$ cat src/lpa_ram.sv
// ----------------------------------------------------------------------------
// lpa_ram
// Simple dual-port RAM: one write port, one read port, registered read data.
// ----------------------------------------------------------------------------
module lpa_ram #(
  parameter int WIDTH = 8,
  parameter int DEPTH = 16,
  parameter int AW    = (DEPTH > 1) ? $clog2(DEPTH) : 1
) (
  input  logic             clk,
  input  logic             we,
  input  logic [AW-1:0]    waddr,
  input  logic [WIDTH-1:0] wdata,
  input  logic [AW-1:0]    raddr,
  output logic [WIDTH-1:0] rdata
);

  logic [WIDTH-1:0] mem [DEPTH];

  always_ff @(posedge clk) begin
    if (we) begin
      mem[waddr] <= wdata;
    end
    rdata <= mem[raddr];
  end

endmodule

$ cat config.mk
export PLATFORM = sky130hd
export DESIGN_NAME = lpa_ram
export DESIGN_NICKNAME = d
export VERILOG_FILES = /design/src/lpa_ram.sv
export SDC_FILE = /design/constraint.sdc
export NUM_CORES = 1
export LEC_CHECK = 0
export BUFFER_PORTS_ARGS = -buffer_cell sky130_fd_sc_hd__clkbuf_2
export CAP_MARGIN = 20
export CELL_PAD_IN_SITES_DETAIL_PLACEMENT = 1
export CELL_PAD_IN_SITES_GLOBAL_PLACEMENT = 2
export CORE_UTILIZATION = 44
export CTS_CLUSTER_DIAMETER = 150
export CTS_CLUSTER_SIZE = 30
export DETAILED_ROUTE_END_ITERATION = 8
export GPL_ROUTABILITY_DRIVEN = 0
export GPL_TIMING_DRIVEN = 0
export HOLD_SLACK_MARGIN = 0.02
export PLACE_DENSITY = 0.76
export RECOVER_POWER = 100
export SLEW_MARGIN = 5
export SYNTH_ARGS = -nofsm -noshare
export SYNTH_HDL_FRONTEND = slang
export SYNTH_SLANG_ARGS = --single-unit
$ cat constraint.sdc
create_clock -name clk -period 2.42 [get_ports clk]
set_input_delay 0.121 -clock clk [delete_from_list [all_inputs] [get_ports clk]]
set_output_delay 0.121 -clock clk [all_outputs]
set_load 0.01 [all_outputs]
### After elaboration in Yosys (flattened, before gate mapping)

Memory sizes are Yosys's and may differ from the RTL's. A register that Yosys moved wholly into a read port is not among the register bits.
Index checks and enable logic that the tools add are counted.

* bits of input ports: 18
* output and inout port bits: 8
* bits in registers: 0
* word-level logic and storage cells: 3
* bits in read-only memories: 0
* latch bits: 0
* memories kept: 1
* memory bits (writable): 128

Memories
* mem: words 16, width 8, rd ports 1, clocked after memory_dff 1, write ports 1, RTL line 18 `logic [WIDTH-1:0] mem [DEPTH];`

* bitwise operators: 0
* reductions and logical operators: 0
* $add $sub $neg: 0
* shift operators: 0
* mux-type cells: 2
* $lt $le $gt $ge: 0
* divide/modulo/power cells: 0
* multiply operators: 0
* eq/ne operators: 0

Operator list (number)
* $mux 1: 2

### Logic depth before layout (Yosys ltp)

* depth in word-level cells: 2
* mapped depth: 5
* mapped depth without buffers: 3

### Worst setup path before layout

Ideal clock, no wire load.

* kind: input -> register
* from: in waddr[2]
* to: mem mem[0][0], enable pin
* slack: 0.806 ns
* data required time: 2.037 ns
* buffers on the path: 0
* arrival time: 1.231 ns
* library setup time: 0.383 ns
* stages on the path: 2
* path through: or3b_2 > nor3_1

RTL lines
* start, declared: RTL line 12 `input logic [AW-1:0] waddr,`
* end, declared: RTL line 18

Straight into the memory's write port.

### Worst setup path after layout

* from: in waddr[2]
* to: mem mem[0][3], enable pin

Straight into the memory's write port.

==> results.sh <==
export IMPL_totalWireLength_um=10300
export IMPL_synth_top_area_cell="edfxtp_1"
export IMPL_dp_cells=400
export IMPL_fmax_ghz=0.650
export IMPL_hold_path_depth=2
export IMPL_tns_ns=0
export IMPL_p_leak_nw=1.95
export IMPL_vias=2398
export IMPL_synth_seq_cells=136
export IMPL_min_path_type="in -> reg"
export IMPL_diodes=0
export IMPL_via_per_inst=5.55
export IMPL_fin_crit_ns=1.54
export IMPL_setup_viol=0
export IMPL_grt_antenna_before_repair=0
export IMPL_startpoint_type="input pin"
export IMPL_reg2reg_depth=3
export IMPL_grt_overflow=0
export IMPL_rr_startpoint="mem[15][0]$_DFFE_PP_"
export IMPL_tightestPinTransition_ns=0.856
export IMPL_crit_path_end_kind="register"
export IMPL_synth_cell_types=19
export IMPL_rsz0062_at_grt="false"
export IMPL_ys_warn_count=0
export IMPL_drive_gt1_frac=0.204
export IMPL_final_util=0.522
export IMPL_async_flop_share=0
export IMPL_place_area_mm2=0.00547
export IMPL_synth_area_leaders="edfxtp_1 75%, mux4_2 7.9%, mux4_1 7.1%"
export IMPL_vdd_ir_drop_max_uv=425
export IMPL_regToRegSetupSlack_ns=0.95
export IMPL_reg2reg_to="rdata[0]$_DFF_P_"
export IMPL_grt_max_degree=17
export IMPL_place_ws_ns=0.551
export IMPL_netlist_area_mm2=0.00515
export IMPL_netlist_instances=229
export IMPL_io_pins=26
export IMPL_drv_slew=0
export IMPL_cts_setup_buffers=0
export IMPL_cts_buffer_depth=2
export IMPL_path_class="in -> reg"
export IMPL_dieHeight_um=110
export IMPL_dpl_hpwl_um=6450
export IMPL_instances_no_fill=432
export IMPL_fillerInstances=1046
export IMPL_skew_ns=0.0104
export IMPL_worst_ep_required_time_ns=2.49
export IMPL_p_per_area_mw_per_mm2=869
export IMPL_routed_wl_met3_um=701
export IMPL_insertion_delay_ns=0.41
export IMPL_slew_headroom=0.427
export IMPL_fin_area_mm2=0.00596
export IMPL_dr_pass1_iters=5
export IMPL_cts_made_buffers=17
export IMPL_cts_hold_buffers=0
export IMPL_rows=39
export IMPL_grt_pass1_wl_um=15000
export IMPL_wl_met1_um=4530
export IMPL_drc=0
export IMPL_path_clk_slew_ns=0.06
export IMPL_hold_viol_final=0
export IMPL_status="completed"
export IMPL_crit_arrival_ns=1.61
export IMPL_cts_root_buf="clkbuf_16"
export IMPL_final_cell_mix="128 x edfxtp_1, 30 x clkbuf_1, 18 x mux4_2"
export IMPL_routed_top_layer="met4"
export IMPL_holdPathEnd="mem[8][7]$_DFFE_PP_"
export IMPL_grt_pass1_vias=2387
export IMPL_synth_fp_nets=247
export IMPL_die_area_mm2=0.0121
export IMPL_track_usage=0.189
export IMPL_ys_flop_type="edfxtp_1"
export IMPL_fin_crit_sh=0.636
export IMPL_met2_length_um=4930
export IMPL_fin_nets=294
export IMPL_fin_ws_ns=0.880
export IMPL_drt_iter0_drc=162
export IMPL_worst_path_max_fanout=5
export IMPL_min_from="waddr[1]"
export IMPL_floorplan_initialDensity=0.451
export IMPL_synth_edf_count=128
export IMPL_port_buffers=24
export IMPL_area_growth_pct=15.9
export IMPL_yosysSeqAreaShare=0.778
export IMPL_cts_tree="done"
export IMPL_whs_ns=0.196
export IMPL_cts_sinks=136
export IMPL_htreeDepth=4
export IMPL_postSynthAreaPerCell_um2=22.5
export IMPL_ant_nets=0
export IMPL_power_mw=5.18
export IMPL_synth_top_area_frac=0.747
export IMPL_die_width_um=110
export IMPL_post_cts_resized=0
export IMPL_wire_per_inst_um=23.8
export IMPL_mostFrequentLayoutCell="edfxtp_1"
export IMPL_drv_cap=0
export IMPL_core_area_mm2=0.0114
worst max-delay path: stages:
cell      delay, ns
clkbuf_1       0.10
or3b_2         0.54
nor3_1         0.48
clkbuf_1       0.37
sequential cells by signal, summed over array words and instances (netlist names):
name and flops:
mem 128, rdata 8
synthesized netlist by cell type (all sizes together) (2+ instances only):
| master | instances |
|---|---|
| mux4 | 32 |
| edfxtp | 128 |
| nand3b | 2 |
| buf | 7 |
| nand2b | 2 |
| nor2 | 13 |
| a22oi | 16 |
| nand2 | 9 |
| nor3 | 4 |
| dfxtp | 8 |
| clkdlybuf4s25 | 3 |
layout make-up:
| cell class | count | area, um2 | area share |
|---|---|---|---|
| Sequential cell | 136 | 4000 | 0.671 |
| Multi-Input combinational cell | 83 | 1060 | 0.177 |
| Clock buffer | 28 | 507 | 0.0850 |
| Tap cell | 143 | 179 | 0.0300 |
| Timing Repair Buffer | 28 | 111 | 0.0187 |
| Buffer | 10 | 86.3 | 0.0145 |
| Clock inverter | 4 | 20.0 | 0.00336 |
logic make-up (layout without fill, tap and decap cells):
family / Yosys count / count (layout) / share of synthesized area
flip-flops: 136 / 136 / 0.778
multiplexers: 32 / 32 / 0.150
AND/OR/NAND/NOR: 35 / 35 / 0.0318
AO/OA/AOI/OAI: 16 / 16 / 0.0233
buffers and inverters: 10 / 70 / 0.0168
power by group:
group | total (mW) | internal, mW | switching [mW] | leakage [nW]
registers | 2.65 | 2.64 | 0.0128 | 1.22
clock network | 2.28 | 1.41 | 0.872 | 0.262
logic | 0.251 | 0.0978 | 0.153 | 0.466
total | 5.18 | 4.15 | 1.04 | 1.95
per-layer routing:
metal  global-route usage  vias up
li1                     -     1070
met1                0.263     1247
met2                0.286       71
met3               0.0447       10
met4               0.0818        0
met5                    0        -
how the worst max path moves through the flow:
stage	from	endpoint	slack, ns
floorplan	waddr[2]	mem[0][0]$_DFFE_PP_	0.81
detailed placement	waddr[2]	mem[0][7]$_DFFE_PP_	0.55
global placement	waddr[2]	mem[0][7]$_DFFE_PP_	0.19
finish	waddr[2]	mem[0][3]$_DFFE_PP_	0.88
CTS	mem[15][0]$_DFFE_PP_	rdata[0]$_DFF_P_	0.96
global route	waddr[2]	mem[0][2]$_DFFE_PP_	0.74
Note: power is estimated with default switching activity, not from simulation.
